### config.mk
export PLATFORM = sky130hd
export DESIGN_NAME = frame_header_deframer
export DESIGN_NICKNAME = d
export VERILOG_FILES = /design/src/hdl/fhd_pkg.sv /design/src/hdl/fhd_core.sv /design/src/hdl/frame_header_deframer.sv
export SDC_FILE = /design/constraint.sdc
export NUM_CORES = 1
export LEC_CHECK = 0
export BUFFER_PORTS_ARGS = -buffer_cell sky130_fd_sc_hd__buf_2
export CAP_MARGIN = 20
export CELL_PAD_IN_SITES_DETAIL_PLACEMENT = 1
export CELL_PAD_IN_SITES_GLOBAL_PLACEMENT = 2
export CORE_ASPECT_RATIO = 2
export CORE_UTILIZATION = 35
export DETAILED_ROUTE_END_ITERATION = 8
export GPL_TIMING_DRIVEN = 0
export HOLD_SLACK_MARGIN = 0.05
export PLACE_DENSITY = 0.75
export SLEW_MARGIN = 40
export SYNTH_ARGS = -nofsm -noshare
export SYNTH_HDL_FRONTEND = slang
export SYNTH_SLANG_ARGS = --single-unit
### constraint.sdc
create_clock -name clk_i -period 6.6 [get_ports clk_i]
set_clock_uncertainty 0.15 [all_clocks]
set_input_delay 1.65 -clock clk_i [delete_from_list [all_inputs] [get_ports clk_i]]
set_output_delay 1.65 -clock clk_i [all_outputs]
set_load 0.005 [all_outputs]
### src/hdl/fhd_pkg.sv
// ----------------------------------------------------------------------------
// fhd_pkg
// Shared types and constants of the frame header deframer.
// ----------------------------------------------------------------------------
package fhd_pkg;

  // header layout
  localparam int unsigned HDR_LEN = 16;
  localparam logic [3:0]  HDR_LAST = 4'(HDR_LEN - 1);
  localparam logic [31:0] MAGIC = 32'h4C46_5450;
  localparam logic [7:0]  VERSION = 8'd1;

  // configuration register indexes
  localparam logic CFG_MAX_BODY_LEN = 1'b0;
  localparam logic CFG_TYPE_MASK    = 1'b1;

  // configuration reset values
  localparam logic [31:0] MAX_BODY_LEN_RST = 32'd16777216;
  localparam logic [63:0] TYPE_MASK_RST    = 64'd4094;

  // result kind
  typedef enum logic [1:0] {
    KIND_HEADER = 2'd0,
    KIND_BODY   = 2'd1,
    KIND_ERROR  = 2'd2
  } kind_e;

  // error codes
  typedef enum logic [2:0] {
    ERR_NONE        = 3'd0,
    ERR_BAD_MAGIC   = 3'd1,
    ERR_BAD_VERSION = 3'd2,
    ERR_BAD_TYPE    = 3'd3,
    ERR_TOO_LONG    = 3'd4
  } err_e;

  // deframer phase, one-hot
  typedef enum logic [2:0] {
    PH_HEADER = 3'b001,
    PH_BODY   = 3'b010,
    PH_ERROR  = 3'b100
  } phase_e;

  // one result beat
  typedef struct packed {
    kind_e       kind;
    logic [7:0]  msg_type;
    logic [15:0] frame_flags;
    logic [31:0] body_length;
    logic [7:0]  body_byte;
    logic        last_of_frame;
    err_e        error_code;
  } result_t;

endpackage

### src/hdl/fhd_core.sv
// ----------------------------------------------------------------------------
// fhd_core
// Frame state, header store and header checks; produces at most one result
// per processed byte.
// ----------------------------------------------------------------------------
module fhd_core (
  input  logic                clk_i,
  input  logic                rst_ni,
  input  logic                fire_i,
  input  logic [7:0]          byte_i,
  input  logic [31:0]         max_body_len_i,
  input  logic [63:0]         valid_type_mask_i,
  output logic                has_result_o,
  output fhd_pkg::result_t    result_o
);

  fhd_pkg::phase_e phase_q, phase_d;
  logic [3:0]      hdr_cnt_q, hdr_cnt_d;
  logic [31:0]     rem_q, rem_d;
  logic [7:0]      store_q [fhd_pkg::HDR_LEN-1];
  logic [7:0]      hdr [fhd_pkg::HDR_LEN];

  logic            last_hdr;
  logic            magic_ok, version_ok, type_ok, len_ok;
  logic [31:0]     len_hi, len_lo;
  logic [15:0]     flags;
  logic [31:0]     left;

  // full header view: stored bytes plus the current one
  always_comb begin
    for (int i = 0; i < fhd_pkg::HDR_LEN - 1; i++) begin
      hdr[i] = store_q[i];
    end
    hdr[fhd_pkg::HDR_LEN-1] = byte_i;
  end

  // header checks
  assign last_hdr   = (hdr_cnt_q == fhd_pkg::HDR_LAST);
  assign magic_ok   = ({hdr[0], hdr[1], hdr[2], hdr[3]} == fhd_pkg::MAGIC);
  assign version_ok = (hdr[4] == fhd_pkg::VERSION);
  assign type_ok    = (hdr[5][7:6] == 2'b00) && valid_type_mask_i[hdr[5][5:0]];
  assign len_hi     = {hdr[8], hdr[9], hdr[10], hdr[11]};
  assign len_lo     = {hdr[12], hdr[13], hdr[14], hdr[15]};
  assign len_ok     = (len_hi == 32'd0) && (len_lo <= max_body_len_i);
  assign flags      = {hdr[6], hdr[7]};

  // body countdown, saturating at zero
  assign left = (rem_q == 32'd0) ? 32'd0 : rem_q - 32'd1;

  // next state and result
  always_comb begin
    phase_d      = phase_q;
    hdr_cnt_d    = hdr_cnt_q;
    rem_d        = rem_q;
    has_result_o = 1'b0;
    result_o     = '{kind: fhd_pkg::KIND_ERROR, msg_type: 8'd0, frame_flags: 16'd0,
                     body_length: 32'd0, body_byte: 8'd0, last_of_frame: 1'b0,
                     error_code: fhd_pkg::ERR_NONE};
    case (phase_q)
      fhd_pkg::PH_HEADER: begin
        hdr_cnt_d = hdr_cnt_q + 4'd1;
        if (last_hdr) begin
          hdr_cnt_d    = 4'd0;
          has_result_o = 1'b1;
          if (!magic_ok) begin
            phase_d             = fhd_pkg::PH_ERROR;
            result_o.error_code = fhd_pkg::ERR_BAD_MAGIC;
          end else if (!version_ok) begin
            phase_d             = fhd_pkg::PH_ERROR;
            result_o.error_code = fhd_pkg::ERR_BAD_VERSION;
          end else if (!type_ok) begin
            phase_d             = fhd_pkg::PH_ERROR;
            result_o.error_code = fhd_pkg::ERR_BAD_TYPE;
          end else if (!len_ok) begin
            phase_d             = fhd_pkg::PH_ERROR;
            result_o.error_code = fhd_pkg::ERR_TOO_LONG;
          end else begin
            rem_d                  = len_lo;
            phase_d                = (len_lo == 32'd0) ? fhd_pkg::PH_HEADER
                                                       : fhd_pkg::PH_BODY;
            result_o.kind          = fhd_pkg::KIND_HEADER;
            result_o.msg_type      = hdr[5];
            result_o.frame_flags   = flags;
            result_o.body_length   = len_lo;
            result_o.last_of_frame = (len_lo == 32'd0);
          end
        end
      end
      fhd_pkg::PH_BODY: begin
        rem_d                  = left;
        has_result_o           = 1'b1;
        result_o.kind          = fhd_pkg::KIND_BODY;
        result_o.body_byte     = byte_i;
        result_o.last_of_frame = (left == 32'd0);
        if (left == 32'd0) begin
          phase_d   = fhd_pkg::PH_HEADER;
          hdr_cnt_d = 4'd0;
        end
      end
      default: begin
        // error phase and unused codes drop the byte
        phase_d = fhd_pkg::PH_ERROR;
      end
    endcase
  end

  // control state
  always_ff @(posedge clk_i or negedge rst_ni) begin
    if (!rst_ni) begin
      phase_q   <= fhd_pkg::PH_HEADER;
      hdr_cnt_q <= 4'd0;
      rem_q     <= 32'd0;
    end else if (fire_i) begin
      phase_q   <= phase_d;
      hdr_cnt_q <= hdr_cnt_d;
      rem_q     <= rem_d;
    end
  end

  // header byte store, last byte is used straight from the input
  always_ff @(posedge clk_i) begin
    if (fire_i && (phase_q == fhd_pkg::PH_HEADER) && !last_hdr) begin
      store_q[hdr_cnt_q] <= byte_i;
    end
  end

endmodule

### src/hdl/frame_header_deframer.sv
// ----------------------------------------------------------------------------
// frame_header_deframer
// Splits a byte stream into checked 16-byte headers and body bytes.
// ----------------------------------------------------------------------------
//
//  channel  | handshake               | payload
//  ---------+-------------------------+-------------------------------------
//  input    | in_valid_i / in_stall_o | data_byte_i
//  output   | out_valid_o / out_stall_i | kind, msg_type, frame_flags,
//           |                         |   body_length, body_byte,
//           |                         |   last_of_frame, error_code
//  config   | cfg_we_i                | cfg_idx_i, cfg_wdata_i
//
// One byte per clock sustained while no result beat stalls; a byte's result
// passes from the input register through core logic to the result register.
// Header bytes that give no result move on even while a result is stalled.
// Reset clears frame state and both valid flags and restores the configuration.
// After a failed header check every byte is dropped until reset.
module frame_header_deframer (
  input  logic        clk_i,
  input  logic        rst_ni,
  input  logic        cfg_we_i,
  input  logic        cfg_idx_i,
  input  logic [63:0] cfg_wdata_i,
  input  logic        in_valid_i,
  output logic        in_stall_o,
  input  logic [7:0]  data_byte_i,
  output logic        out_valid_o,
  input  logic        out_stall_i,
  output logic [1:0]  kind_o,
  output logic [7:0]  msg_type_o,
  output logic [15:0] frame_flags_o,
  output logic [31:0] body_length_o,
  output logic [7:0]  body_byte_o,
  output logic        last_of_frame_o,
  output logic [2:0]  error_code_o
);

  logic [31:0]      max_body_len_q;
  logic [63:0]      type_mask_q;
  logic             in_vld_q;
  logic [7:0]       in_byte_q;
  logic             out_vld_q;
  fhd_pkg::result_t out_q;
  fhd_pkg::result_t core_res;
  logic             core_has_res;
  logic             fire;
  logic             in_accept;

  // configuration registers
  always_ff @(posedge clk_i or negedge rst_ni) begin
    if (!rst_ni) begin
      max_body_len_q <= fhd_pkg::MAX_BODY_LEN_RST;
      type_mask_q    <= fhd_pkg::TYPE_MASK_RST;
    end else if (cfg_we_i) begin
      case (cfg_idx_i)
        fhd_pkg::CFG_MAX_BODY_LEN: max_body_len_q <= cfg_wdata_i[31:0];
        fhd_pkg::CFG_TYPE_MASK:    type_mask_q    <= cfg_wdata_i;
        default: ;
      endcase
    end
  end

  // a byte is processed unless its result would overwrite a stalled beat
  assign fire       = in_vld_q && (!core_has_res || !out_vld_q || !out_stall_i);
  assign in_stall_o = in_vld_q && !fire;
  assign in_accept  = in_valid_i && !in_stall_o;

  // input register
  always_ff @(posedge clk_i or negedge rst_ni) begin
    if (!rst_ni) begin
      in_vld_q <= 1'b0;
    end else if (in_accept) begin
      in_vld_q <= 1'b1;
    end else if (fire) begin
      in_vld_q <= 1'b0;
    end
  end

  always_ff @(posedge clk_i) begin
    if (in_accept) begin
      in_byte_q <= data_byte_i;
    end
  end

  fhd_core u_core (
    .clk_i             (clk_i),
    .rst_ni            (rst_ni),
    .fire_i            (fire),
    .byte_i            (in_byte_q),
    .max_body_len_i    (max_body_len_q),
    .valid_type_mask_i (type_mask_q),
    .has_result_o      (core_has_res),
    .result_o          (core_res)
  );

  // result register
  always_ff @(posedge clk_i or negedge rst_ni) begin
    if (!rst_ni) begin
      out_vld_q <= 1'b0;
    end else if (fire && core_has_res) begin
      out_vld_q <= 1'b1;
    end else if (!out_stall_i) begin
      out_vld_q <= 1'b0;
    end
  end

  always_ff @(posedge clk_i) begin
    if (fire && core_has_res) begin
      out_q <= core_res;
    end
  end

  // output beat
  assign out_valid_o     = out_vld_q;
  assign kind_o          = out_q.kind;
  assign msg_type_o      = out_q.msg_type;
  assign frame_flags_o   = out_q.frame_flags;
  assign body_length_o   = out_q.body_length;
  assign body_byte_o     = out_q.body_byte;
  assign last_of_frame_o = out_q.last_of_frame;
  assign error_code_o    = out_q.error_code;

endmodule

==> impl_summary.txt, run 1 <==
----------------------------------------------------
[Run status]
  Status ... finished, final reports clean

[Drt]
  Detailed-route wire length ... 45.7 mm
  Via-to-Cell Ratio ... 5.42
  Routed Antenna Nets ... 0
  Starting DRT DRC Count ... 368
  Remaining design rule violation count ... 0
  Wirelength per Cell ... 24.1 um
  Total vias in the final route ... 10300
  First-pass iteration count of the detailed router ... 5

[Place]
  Input/output buffers ... 149
  Post-placement setup slack ... 1.83 ns
  Placed wire-length estimate after detailed placement ... 35.4 mm
  Gp weighted congestion ... 0.931
  Post-place instance area ... 16600 um2

[Global routing]
  Met2 track utilization from global routing ... 41.3%
  Grt ovf ... 0
  First-pass GRT wire length ... 68.9 mm
  Top Usage Layer GRT ... met2
  Met3 Track Usage GR ... 2.28%
  GRT Overall Usage ... 21.4%
  Initial antenna violation count ... 0
  Maximum number of pins on one net before global-route repair ... 68
  Number of global-route vias before repair ... 11300
  Grt met1 use ... 21.4%

[Timing]
  Final hold violation count ... 0
  Finish-stage setup viols ... 0
  Shortest period the worst path allows ... 4.57 ns
  Upper clock frequency limit ... 219 MHz
  Share of the clock period used by the worst path ... 69.2%
  Slew of the pin with the lowest slew margin ... 0.873 ns
  Pins over their slew limit ... 0
  Worst Setup Slack, final ... 2.03 ns
  Max-slew headroom at the worst pin ... 41.6%
  Setup repair after global routing missed its margin ... no

[Layout]
  Synthesis-to-finish area growth ... 18.9%
  Post-route design area ... 17600 um2
  Antenna cells ... 0
  Nets ... 1451
  Share of layout cells above drive strength 1 ... 25.9%
  Utilization of the core after routing ... 42.2%

[Logic synthesis]
  Number of distinct library cells after synthesis ... 72
  Synthesis warning total ... 0
  Flop and latch count out of synthesis ... 335
  Leading cell type by number of instances after synthesis ... sky130_fd_sc_hd__edfxtp_1
  Synthesized instance count ... 1137
  Leading cell types by total area after synthesis ... sky130_fd_sc_hd__edfxtp_1 40%, sky130_fd_sc_hd__dfrtp_1 21%, sky130_fd_sc_hd__mux2_2 5.5%
  Portion of synthesized cell area occupied by the leading cell type ... 40.1%
  Number of synthesized flops with an enable pin ... 198
  Dominant register cell in the synthesized netlist ... sky130_fd_sc_hd__edfxtp_1
  Post-synthesis instance area ... 14800 um2
  Syn_area_per_cell ... 13.0 um2
  Area leader, netlist ... sky130_fd_sc_hd__edfxtp_1
  Top cell types by occurrence after synthesis ... 198 x sky130_fd_sc_hd__edfxtp_1, 124 x sky130_fd_sc_hd__dfrtp_1, 75 x sky130_fd_sc_hd__nand2_1
  Post-synthesis async set-or-reset flop share ... 40.9%
  Sequential cell area fraction in the yosys report ... 63.3%

[CTS]
  CTS H-tree depth ... 1
  Latest clock arrival within the worst-skew pair ... 0.60 ns
  Cells resized by post-CTS repair ... 0
  Cell at the root of the clock tree ... sky130_fd_sc_hd__clkbuf_16
  Post-CTS setup buffer count ... 0
  Number of buffers on the longest clock path ... 3
  TritonCTS clock tree ... done
  Number of clock buffers inserted by TritonCTS ... 30
  Hold-fix buffer count after cts ... 0
  Clock net sink count ... 335
  Clock slew seen by the registers of the worst setup and hold paths ... 0.07 ns

[Setup path]
  Crit-path max cell delay ... 0.62 ns
  Largest fanout on the critical path ... 10
  Worst path cell trace ... buf_1 -> mux4_2 -> mux2i_1 -> a221oi_1 -> nand4_1 -> a2111o_1 -> buf_2 -> and2_1 -> clkbuf_1 -> clkbuf_1 -> o21ai_0
  Kind of capture point of the worst setup path ... flip-flop
  Most frequent cell on the critical path ... sky130_fd_sc_hd__clkbuf_1
  Highest-delay cell along the critical path ... sky130_fd_sc_hd__buf_1
  Req. time, crit path ... 6.89 ns
  Slack of the worst reg-to-reg path ... 2.03 ns
  Critical path data arrival time ... 4.85 ns
  Startpoint type of the worst setup path ... flip-flop
  Class of the most critical setup path ... flip-flop to flip-flop

[Floorplan]
  Die Span X ... 148 um
  Initial Util ... 35.5%
  Number of rows in the core area ... 106
  Top-Level Pins ... 150
  Core footprint ... 41800 um2
  Die area ... 43200 um2
  Vertical extent of the die ... 293 um

[Min path]
  Hold Crit Class ... flip-flop to flip-flop

[Power]
  Peak supply drop ... 0.000179 V
  Leak pwr ... 0.00673 uW
  Areal power density over the cells ... 272 nW/um2

[Flow run]
  Max-capacitance violation count ... 0

----------------------------------------------------
==> critical path, delay by kind of cell, from the launching register on <==
| kind | cells | cell delay (ns) |
|---|---|---|
| AOI/OAI and AO/OA | 3 | 0.57 |
| and+or+nand+nor | 2 | 0.44 |
| DFF | 1 | 0.45 |
| muxes | 2 | 0.84 |
| buffers and inverters | 4 | 1.95 |
==> logic make-up after synthesis <==
| logic type | after synthesis | synth area share [%] |
|---|---|---|
| XOR/XNOR | 4 | 0.236 |
| buffers and inverters | 112 | 2.93 |
| adder cells (fa/ha/maj) | 37 | 3.12 |
| flip-flops | 335 | 63.3 |
| multiplexers | 99 | 8.47 |
| other | 1 | 0.0253 |
| AO/OA/AOI/OAI | 197 | 8.99 |
| AND/OR/NAND/NOR | 352 | 12.9 |
==> final cells by class <==
cell class	instances	area [um2]
Sequential cell	335	9390
Timing Repair Buffer	166	1020
Multi-Input combinational cell	691	5080
Clock inverter	20	223
Tap cell	540	676
Buffer	56	224
Inverter	56	210
Fill cell	4421	24200
Clock buffer	36	803
==> cell usage in the layout, fill, tap and decap left out, types with 5 or more instances in the layout <==
cell and count:
sky130_fd_sc_hd__nor2_1 53, sky130_fd_sc_hd__dfstp_2 13, sky130_fd_sc_hd__clkbuf_16 30, sky130_fd_sc_hd__or4_1 9, sky130_fd_sc_hd__nand2_1 75, sky130_fd_sc_hd__o21a_1 5
sky130_fd_sc_hd__or3_1 5, sky130_fd_sc_hd__nor4bb_1 5, sky130_fd_sc_hd__a21oi_1 41, sky130_fd_sc_hd__ha_1 37, sky130_fd_sc_hd__mux2_2 72, sky130_fd_sc_hd__a211oi_1 5
sky130_fd_sc_hd__mux4_2 14, sky130_fd_sc_hd__inv_1 56, sky130_fd_sc_hd__dfrtp_1 124, sky130_fd_sc_hd__mux2i_1 13, sky130_fd_sc_hd__o221ai_1 7, sky130_fd_sc_hd__a22oi_1 9
sky130_fd_sc_hd__buf_1 6, sky130_fd_sc_hd__nand2b_1 5, sky130_fd_sc_hd__clkbuf_1 44, sky130_fd_sc_hd__nor3_1 22, sky130_fd_sc_hd__and2_1 65, sky130_fd_sc_hd__nor2b_1 9
sky130_fd_sc_hd__buf_6 10, sky130_fd_sc_hd__o21ai_0 52, sky130_fd_sc_hd__clkinvlp_4 6, sky130_fd_sc_hd__o31ai_1 9, sky130_fd_sc_hd__a221o_1 9, sky130_fd_sc_hd__nand4_1 21
sky130_fd_sc_hd__o211ai_1 5, sky130_fd_sc_hd__buf_2 155, sky130_fd_sc_hd__nor4_1 34, sky130_fd_sc_hd__o22ai_1 7, sky130_fd_sc_hd__nand3_1 11, sky130_fd_sc_hd__edfxtp_1 198
sky130_fd_sc_hd__nor4b_1 7
==> routing by layer <==
metal  share of wire, %  up-vias
met5                  0        -
met4                6.8        0
met3                3.2      137
met2                 55      291
met1                 35     5199
li1                   -     4666
==> registers in the layout, indices dropped and copies added (netlist names) <==
register	count
in_vld_q	1
out_valid_o	1
kind_o	2
last_of_frame_o	1
body_length_o	32
body_byte_o	8
u_core.store_q	120
max_body_len_q	32
u_core.rem_q	32
error_code_o	3
msg_type_o	8
frame_flags_o	16
type_mask_q	64
in_byte_q	8
u_core.phase_q	3
u_core.hdr_cnt_q	4
==> per-stage QoR <==
stage	hold slack, ns	setup TNS, ns	std cells	power [uW]
2_1_floorplan	0.324	0	1138	2770
3_5_place_dp	0.342	0	1844	3040
5_1_grt	0.372	0	1900	4960
4_1_cts	0.357	0	1900	4850
3_3_place_gp	0.332	-69.52	1827	2990
6_report	0.354	0	1900	4790
==> path summary, 6_finish.rpt <==
check,startpoint,endpoint,cells after the start
setup / recovery,u_core.store_q[5][1]$_DFFE_PP_,u_core.rem_q[8]$_DFFE_PN0P_,11
hold / removal,type_mask_q[59]$_DFFE_PN0P_,type_mask_q[59]$_DFFE_PN0P_,1
setup reg to reg,u_core.store_q[5][1]$_DFFE_PP_,u_core.rem_q[8]$_DFFE_PN0P_,11
hold reg to reg,type_mask_q[59]$_DFFE_PN0P_,type_mask_q[59]$_DFFE_PN0P_,1
max in group asynchronous,rst_ni,type_mask_q[5]$_DFFE_PN1P_,3
min in group asynchronous,rst_ni,type_mask_q[31]$_DFFE_PN0P_,1
==> power by group <==
part	total (uW)	switching (uW)	leakage, uW	internal, uW
clock	1800	806	0.000482	996
combinational	519	295	0.00280	224
sequential	2470	91.2	0.00346	2380
(Power assumes the default switching activity.)
==> run 2, diff against run 1 <==
Clock period 6.6 ns to 4.5 ns, I/O delays scaled along.
==> impl_summary.txt, run 2 (synthesis gave the netlist of run 1 again) <==
----------------------------------------------------
[Layout]
  Biggest regs ... u_core.store_q x120, type_mask_q x64 (unchanged)
  Register with the most flip-flops ... u_core.store_q (unchanged)
  Leading cell types in the layout, fill and taps excluded ... 198 x sky130_fd_sc_hd__edfxtp_1, 156 x sky130_fd_sc_hd__buf_2, 124 x sky130_fd_sc_hd__dfrtp_1 (was 198 x sky130_fd_sc_hd__edfxtp_1, 155 x sky130_fd_sc_hd__buf_2, 124 x sky130_fd_sc_hd__dfrtp_1)
  Leading cell type in the layout, fill and taps excluded ... sky130_fd_sc_hd__edfxtp_1 (unchanged)
  Nets ... 1451 (unchanged)
  Synthesis-to-finish area growth ... 19.4% (was 18.9%)
  Number of flip-flops in the largest register ... 120 (unchanged)
  Post-route design area ... 17700 um2 (was 17600 um2)
  Share of layout cells above drive strength 1 ... 25.9% (unchanged)
  Antenna cells ... 0 (unchanged)

[CTS]
  Latest clock arrival within the worst-skew pair ... 0.59 ns (was 0.60 ns)
  Number of clock buffers inserted by TritonCTS ... 30 (unchanged)
  Number of buffers on the longest clock path ... 3 (unchanged)
  Post-CTS setup buffer count ... 0 (unchanged)
  Clock net sink count ... 335 (unchanged)
  Clock slew seen by the registers of the worst setup and hold paths ... 0.07 ns (about the same)
  CTS H-tree depth ... 1 (unchanged)
  TritonCTS clock tree ... done (unchanged)
  Cell at the root of the clock tree ... sky130_fd_sc_hd__clkbuf_16 (unchanged)

[Setup path]
  Highest-delay cell along the critical path ... sky130_fd_sc_hd__mux4_2 (was sky130_fd_sc_hd__buf_1)
  Worst path cell trace ... buf_1 -> mux4_2 -> a221oi_1 -> nand4_1 -> a2111o_1 -> buf_2 -> and2_1 -> clkbuf_1 -> clkbuf_2 -> a21oi_1 (was buf_1 -> mux4_2 -> mux2i_1 -> a221oi_1 -> nand4_1 -> a2111o_1 -> buf_2 -> and2_1 -> clkbuf_1 -> clkbuf_1 -> o21ai_0)
  Startpoint type of the worst setup path ... flip-flop (unchanged)
  Class of the most critical setup path ... flip-flop to flip-flop (unchanged)
  Crit-path max cell delay ... 0.70 ns (was 0.62 ns)
  Kind of capture point of the worst setup path ... flip-flop (unchanged)
  Dominant delay contributor by cell family on the critical path ... buffers and inverters (unchanged)
  Startpoint of the worst setup timing path ... u_core.store_q[5][2]$_DFFE_PP_ (was u_core.store_q[5][1]$_DFFE_PP_)
  Largest fanout on the critical path ... 10 (unchanged)
  Req. time, crit path ... 4.85 ns (was 6.89 ns)
  Critical path data arrival time ... 4.71 ns (was 4.85 ns)
  Buf+Inv Stages, Crit Path ... 4 (unchanged)
  Reg-to-Reg Start ... u_core.store_q[5][2]$_DFFE_PP_ (was u_core.store_q[5][1]$_DFFE_PP_)

[Global routing]
  Maximum number of pins on one net before global-route repair ... 57 (was 68)
  Number of global-route vias before repair ... 11600 (was 11300)
  Top Usage Layer GRT ... met2 (unchanged)
  First-pass GRT wire length ... 70.5 mm (was 68.9 mm)
  Met2 track utilization from global routing ... 42.2% (was 41.3%)
  Grt ovf ... 0 (unchanged)
  GRT Overall Usage ... 22.0% (was 21.4%)
  Grt met1 use ... 21.8% (was 21.4%)
  Initial antenna violation count ... 0 (unchanged)
  Met3 Track Usage GR ... 2.55% (was 2.28%)

[Place]
  Post-placement setup slack ... 0.0148 ns (was 1.83 ns)
  Placed wire-length estimate after detailed placement ... 35.9 mm (was 35.4 mm)
  Gp weighted congestion ... 0.923 (was 0.931)
  Post-place instance area ... 16600 um2 (about the same)
  Input/output buffers ... 149 (unchanged)

[Floorplan]
  Die Span X ... 148 um (unchanged)
  Top-Level Pins ... 150 (unchanged)
  Core footprint ... 41800 um2 (unchanged)
  Die area ... 43200 um2 (unchanged)
  Vertical extent of the die ... 293 um (unchanged)
  Number of rows in the core area ... 106 (unchanged)
  Initial Util ... 35.5% (unchanged)

[Power]
  Proportion of power drawn by combinational gates ... 10.7% (was 10.8%)
  Switching share of power ... 24.5% (was 24.9%)
  Peak supply drop ... 0.000262 V (was 0.000179 V)
  Leak pwr ... 0.00680 uW (was 0.00673 uW)
  Areal power density over the cells ... 408 nW/um2 (was 272 nW/um2)
  Cell-internal power ... 5460 uW (was 3600 uW)
  Clock Power Share ... 39.2% (was 37.6%)
  Proportion of power drawn by flip-flops and latches ... 50.1% (was 51.6%)
  Sw Pwr ... 1770 uW (was 1190 uW)

[Timing]
  Worst Setup Slack, final ... 0.140 ns (was 2.03 ns)
  Setup repair after global routing missed its margin ... no (unchanged)
  Final TNS setup ... 0 ns (unchanged)
  Shortest period the worst path allows ... 4.36 ns (was 4.57 ns)
  Final hold violation count ... 0 (unchanged)
  Upper clock frequency limit ... 229 MHz (was 219 MHz)
  Pins over their slew limit ... 0 (unchanged)
  Max-slew headroom at the worst pin ... 41.4% (was 41.6%)
  Worst hold slack after final layout ... 0.261 ns (was 0.354 ns)
  Finish-stage setup viols ... 0 (unchanged)
  Share of the clock period used by the worst path ... 96.9% (was 69.2%)
  Slew of the pin with the lowest slew margin ... 0.876 ns (was 0.873 ns)

[Drt]
  Starting DRT DRC Count ... 401 (was 368)
  Detailed-route wire length ... 46.5 mm (was 45.7 mm)
  Routed Antenna Nets ... 0 (unchanged)
  First-pass iteration count of the detailed router ... 4 (was 5)
  Total vias in the final route ... 10300 (about the same)
  Wirelength per Cell ... 24.5 um (was 24.1 um)
  Remaining design rule violation count ... 0 (unchanged)
  Via-to-Cell Ratio ... 5.42 (about the same)

[Run status]
  Status ... finished, final reports clean (unchanged)

[Min path]
  Hold Crit Class ... input port to async pin (was flip-flop to flip-flop)

[Flow run]
  Max-capacitance violation count ... 0 (unchanged)

----------------------------------------------------
[run 2: changes by cell type in the layout (fill, tap and decap cells not counted), moves of 2 or more]
cell,change
sky130_fd_sc_hd__clkbuf_8,-3
sky130_fd_sc_hd__clkinv_1,+3
sky130_fd_sc_hd__clkbuf_1,-2
sky130_fd_sc_hd__bufinv_16,+4
sky130_fd_sc_hd__buf_1,-2
sky130_fd_sc_hd__clkinvlp_4,-5
sky130_fd_sc_hd__inv_6,+2
sky130_fd_sc_hd__clkbuf_2,+2
[run 2: power groups by stage]
| stage | Combinational [uW] | Clock [uW] | Sequential [uW] |
|---|---|---|---|
| 3_3_place_gp | 677 | 0 | 3710 |
| 5_1_grt | 854 | 2990 | 3650 |
| 2_1_floorplan | 413 | 0 | 3650 |
| 6_report | 774 | 2830 | 3630 |
| 4_1_cts | 787 | 2900 | 3630 |
| 3_5_place_dp | 780 | 0 | 3690 |
[run 2: repair_timing]
item | in CTS | in global routing
hold buffers | 0 | 0
gates cloned | 0 | 0
resized for setup | 1 | 4
setup endpoints to repair | 8 | 20
[run 2: worst paths after layout]
path / endpoint / slack, ns / depth (start not counted)
max in group asynchronous: type_mask_q[1]$_DFFE_PN1P_ / 2.98 / 3
min in group clk_i: type_mask_q[13]$_DFFE_PN0P_ / 0.35 / 1
min reg2reg: type_mask_q[13]$_DFFE_PN0P_ / 0.35 / 1
min: type_mask_q[37]$_DFFE_PN0P_ / 0.26 / 1
max: u_core.rem_q[0]$_DFFE_PN0P_ / 0.14 / 10
max reg2reg: u_core.rem_q[0]$_DFFE_PN0P_ / 0.14 / 10
[run 2: layout make-up]
| cell class | count | area (um2) |
|---|---|---|
| inverters | 56 | 210 |
| clock inverters | 23 | 325 |
| plain buffers | 55 | 224 |
| repair buffers | 167 | 1050 |
| multi-input cells | 691 | 5070 |
| well taps | 540 | 676 |
| flip-flops and latches | 335 | 9390 |
| fillers | 4434 | 24100 |
| clock buffers | 33 | 762 |
[run 2: stage by stage]
| step | std cells | total power [uW] | util, % |
|---|---|---|---|
| floorplan | 1138 | 4060 | - |
| global placement | 1827 | 4380 | 38.9 |
| detailed placement | 1845 | 4470 | 39.8 |
| CTS | 1900 | 7310 | 42.4 |
| global route | 1900 | 7500 | 42.4 |
| finish | 1900 | 7230 | 42.4 |
[run 2: routing by layer]
| metal | part of all wire (%) | vias to the layer above | routed length (um) |
|---|---|---|---|
| li1 | - | 4654 | - |
| met1 | 34 | 5184 | 15800 |
| met2 | 55 | 320 | 25800 |
| met3 | 3.8 | 138 | 1770 |
| met4 | 6.8 | 0 | 3160 |
| met5 | 0 | - | 0 |
==> run 3, diff against run 2 <==
Settings changed: ABC_AREA set to 1, PLACE_DENSITY 0.75 to 0.8.
==> impl_summary.txt, run 3 <==
----------------------------------------------------
[Flow run]
  Max-capacitance violation count ... 0 (unchanged)

[Layout]
  Count of fill cells added during filler insertion ... 4975 (was 4434)
  Biggest regs ... u_core.store_q x120, type_mask_q x64 (unchanged)
  Number of flip-flops in the largest register ... 120 (unchanged)
  Antenna cells ... 0 (unchanged)
  Leading cell type in the layout, fill and taps excluded ... sky130_fd_sc_hd__nand2_1 (was sky130_fd_sc_hd__edfxtp_1)
  Register with the most flip-flops ... u_core.store_q (unchanged)
  Share of layout cells above drive strength 1 ... 18.0% (was 25.9%)
  Nets ... 1894 (was 1451)
  Leading cell types in the layout, fill and taps excluded ... 413 x sky130_fd_sc_hd__nand2_1, 198 x sky130_fd_sc_hd__edfxtp_1, 175 x sky130_fd_sc_hd__inv_1 (was 198 x sky130_fd_sc_hd__edfxtp_1, 156 x sky130_fd_sc_hd__buf_2, 124 x sky130_fd_sc_hd__dfrtp_1)
  Utilization of the core after routing ... 41.9% (was 42.4%)
  Synthesis-to-finish area growth ... 18.3% (was 19.4%)
  Non-filler instance count after layout ... 2355 (was 1900)

[Run status]
  Status ... finished, final reports clean (unchanged)

[Logic synthesis]
  Number of distinct library cells after synthesis ... 41 (was 72)
  Area leader, netlist ... sky130_fd_sc_hd__edfxtp_1 (unchanged)
  Sequential cell area fraction in the yosys report ... 61.1% (was 63.3%)
  Flop and latch count out of synthesis ... 335 (unchanged)
  Post-synthesis instance area ... 15400 um2 (was 14800 um2)
  Top cell types by occurrence after synthesis ... 413 x sky130_fd_sc_hd__nand2_1, 198 x sky130_fd_sc_hd__edfxtp_1, 176 x sky130_fd_sc_hd__inv_1, 176 x sky130_fd_sc_hd__nor2_1, 124 x sky130_fd_sc_hd__dfrtp_1 (was 198 x sky130_fd_sc_hd__edfxtp_1, 124 x sky130_fd_sc_hd__dfrtp_1, 75 x sky130_fd_sc_hd__nand2_1)
  Leading cell types by total area after synthesis ... sky130_fd_sc_hd__edfxtp_1 39%, sky130_fd_sc_hd__dfrtp_1 20%, sky130_fd_sc_hd__nand2_1 10% (was sky130_fd_sc_hd__edfxtp_1 40%, sky130_fd_sc_hd__dfrtp_1 21%, sky130_fd_sc_hd__mux2_2 5.5%)
  Number of synthesized flops with an enable pin ... 198 (unchanged)
  Synthesized instance count ... 1579 (was 1137)
  Syn_area_per_cell ... 9.73 um2 (was 13.0 um2)
  Post-synthesis async set-or-reset flop share ... 40.9% (unchanged)
  Synthesis warning total ... 0 (unchanged)
  Portion of synthesized cell area occupied by the leading cell type ... 38.7% (was 40.1%)
  Dominant register cell in the synthesized netlist ... sky130_fd_sc_hd__edfxtp_1 (unchanged)
  Leading cell type by number of instances after synthesis ... sky130_fd_sc_hd__nand2_1 (was sky130_fd_sc_hd__edfxtp_1)

[Drt]
  Total vias in the final route ... 11800 (was 10300)
  Remaining design rule violation count ... 0 (unchanged)
  Starting DRT DRC Count ... 408 (was 401)
  Routed Antenna Nets ... 0 (unchanged)
  Detailed-route wire length ... 49.4 mm (was 46.5 mm)
  Via-to-Cell Ratio ... 5.01 (was 5.42)
  First-pass iteration count of the detailed router ... 5 (was 4)
  Wirelength per Cell ... 21.0 um (was 24.5 um)

[Timing]
  Shortest period the worst path allows ... 3.93 ns (was 4.36 ns)
  Setup repair after global routing missed its margin ... no (unchanged)
  Pins over their slew limit ... 0 (unchanged)
  Share of the clock period used by the worst path ... 87.2% (was 96.9%)
  Finish-stage setup viols ... 0 (unchanged)
  Upper clock frequency limit ... 255 MHz (was 229 MHz)
  Max-slew headroom at the worst pin ... 44.2% (was 41.4%)
  Final hold violation count ... 0 (unchanged)
  Slew of the pin with the lowest slew margin ... 0.838 ns (was 0.876 ns)

[CTS]
  Clock slew seen by the registers of the worst setup and hold paths ... 0.06 ns (was 0.07 ns)
  Number of clock buffers inserted by TritonCTS ... 34 (was 30)
  TritonCTS clock tree ... done (unchanged)
  Post-CTS setup buffer count ... 0 (unchanged)
  Number of buffers on the longest clock path ... 3 (unchanged)
  Clock net sink count ... 335 (unchanged)
  Hold-fix buffer count after cts ... 0 (unchanged)
  CTS H-tree depth ... 2 (was 1)
  Cell at the root of the clock tree ... sky130_fd_sc_hd__clkbuf_16 (unchanged)
  Latest clock arrival within the worst-skew pair ... 0.55 ns (was 0.59 ns)
  Cells resized by post-CTS repair ... 0 (was 1)

[Place]
  Cell count after placement ... 2293 (was 1845)
  Gp weighted congestion ... 0.930 (was 0.923)
  Input/output buffers ... 149 (unchanged)
  Placed wire-length estimate after detailed placement ... 39.0 mm (was 35.9 mm)

[Floorplan]
  Die area ... 44800 um2 (was 43200 um2)
  Initial Util ... 35.4% (was 35.5%)
  Top-Level Pins ... 150 (unchanged)
  Die Span X ... 150 um (was 148 um)
  Vertical extent of the die ... 298 um (was 293 um)
  Core footprint ... 43400 um2 (was 41800 um2)
  Number of rows in the core area ... 108 (was 106)

[Setup path]
  Slack of the worst reg-to-reg path ... 0.57 ns (was 0.14 ns)
  Startpoint type of the worst setup path ... flip-flop (unchanged)
  Largest fanout on the critical path ... 10 (unchanged)
  Highest-delay cell along the critical path ... sky130_fd_sc_hd__edfxtp_1 (was sky130_fd_sc_hd__mux4_2)
  Class of the most critical setup path ... flip-flop to flip-flop (unchanged)
  Crit-path max cell delay ... 0.59 ns (was 0.70 ns)
  Count of cells along the worst register-to-register path ... 12 (was 10)
  Startpoint of the worst setup timing path ... u_core.store_q[12][7]$_DFFE_PP_ (was u_core.store_q[5][2]$_DFFE_PP_)
  Kind of capture point of the worst setup path ... flip-flop (unchanged)
  Req. time, crit path ... 4.69 ns (was 4.85 ns)
  Reg2reg end ... body_length_o[13]$_SDFFCE_PN0P_ (was u_core.rem_q[0]$_DFFE_PN0P_)
  Reg-to-Reg Start ... u_core.store_q[12][7]$_DFFE_PP_ (was u_core.store_q[5][2]$_DFFE_PP_)
  Most frequent cell on the critical path ... sky130_fd_sc_hd__nand2_1
  Worst path cell trace ... ha_1 -> nand2_1 -> inv_1 -> nand4_1 -> nor3_1 -> nand2_1 -> nand2_1 -> nand3_1 -> nor2_2 -> nand2_1 -> buf_2 -> nor2_1 (was buf_1 -> mux4_2 -> a221oi_1 -> nand4_1 -> a2111o_1 -> buf_2 -> and2_1 -> clkbuf_1 -> clkbuf_2 -> a21oi_1)
  Critical path data arrival time ... 4.11 ns (was 4.71 ns)

[Global routing]
  Grt ovf ... 0 (unchanged)
  First-pass GRT wire length ... 75.3 mm (was 70.5 mm)
  Maximum number of pins on one net before global-route repair ... 61 (was 57)
  Number of global-route vias before repair ... 13000 (was 11600)
  GRT Overall Usage ... 23.0% (was 22.0%)
  Initial antenna violation count ... 0 (unchanged)

[Min path]
  Hold Crit Class ... input port to async pin (unchanged)

[Power]
  Areal power density over the cells ... 382 nW/um2 (was 408 nW/um2)
  Peak supply drop ... 0.000308 V (was 0.000262 V)
  Leak pwr ... 0.00850 uW (was 0.00680 uW)

----------------------------------------------------
==> run 3: worst max path at each step <==
stage,endpoint,cells after the start
detailed placement,body_length_o[24]$_SDFFCE_PN0P_,13
floorplan,body_byte_o[0]$_SDFFCE_PN0P_,7
global placement,body_length_o[18]$_SDFFCE_PN0P_,8
global route,body_length_o[12]$_SDFFCE_PN0P_,12
CTS,body_length_o[29]$_SDFFCE_PN0P_,13
finish,body_length_o[13]$_SDFFCE_PN0P_,12
==> run 3: logic make-up (layout without fill, tap and decap cells) <==
family | Yosys count | count (layout) | synth area share [%]
buffers and inverters | 234 | 459 | 6.09
AOI/OAI and AO/OA | 138 | 138 | 4.78
adders and majority gates | 37 | 37 | 3.01
and+or+nand+nor | 793 | 793 | 22.1
xor gates and xnor gates | 9 | 9 | 0.513
muxes | 32 | 32 | 2.35
DFF | 335 | 335 | 61.1
other | 1 | 2 | 0.0244
==> run 3: area by class of cell <==
class	count	area, um2	share of cell area, %
Inverter	182	692	3.81
Buffer	52	249	1.37
Multi-Input combinational cell	1011	5060	27.8
Clock inverter	10	103	0.564
Timing Repair Buffer	163	985	5.42
Clock buffer	52	1010	5.57
Sequential cell	335	9390	51.6
Tap cell	550	688	3.78
==> run 3: metrics by stage <==
step                hold WS, ns  TNS, ns  worst slack, ns  total power, uW  instance area (um2)
floorplan                 0.292        0            0.753             3900                15400
global placement          0.310   -34.18           -0.501             4090                16800
detailed placement        0.315        0            0.576             4160                17100
CTS                       0.266        0            0.565             7020                18200
global route              0.281        0            0.427             7190                18200
finish                    0.280        0            0.574             6940                18200
==> run 3: power by group <==
group | switching (uW) | total, uW | internal [uW]
registers | 113 | 3530 | 3420
clock network | 1220 | 2850 | 1630
logic | 348 | 562 | 215
==> run 3: critical path, delay by kind of cell (launching register included) <==
family,cells,cell delay [ns]
buffers and inverters,2,0.52
adders and majority gates,1,0.39
and+or+nand+nor,9,2.07
DFF,1,0.59
==> run 3: layer usage <==
layer / track usage, % / up-vias / routed length [um]
met2: 44.2 / 289 / 27500
met3: 3.06 / 145 / 1750
met4: 15.3 / 0 / 3630
met1: 22.1 / 5757 / 16600
li1: - / 5599 / -
met5: 0 / - / 0
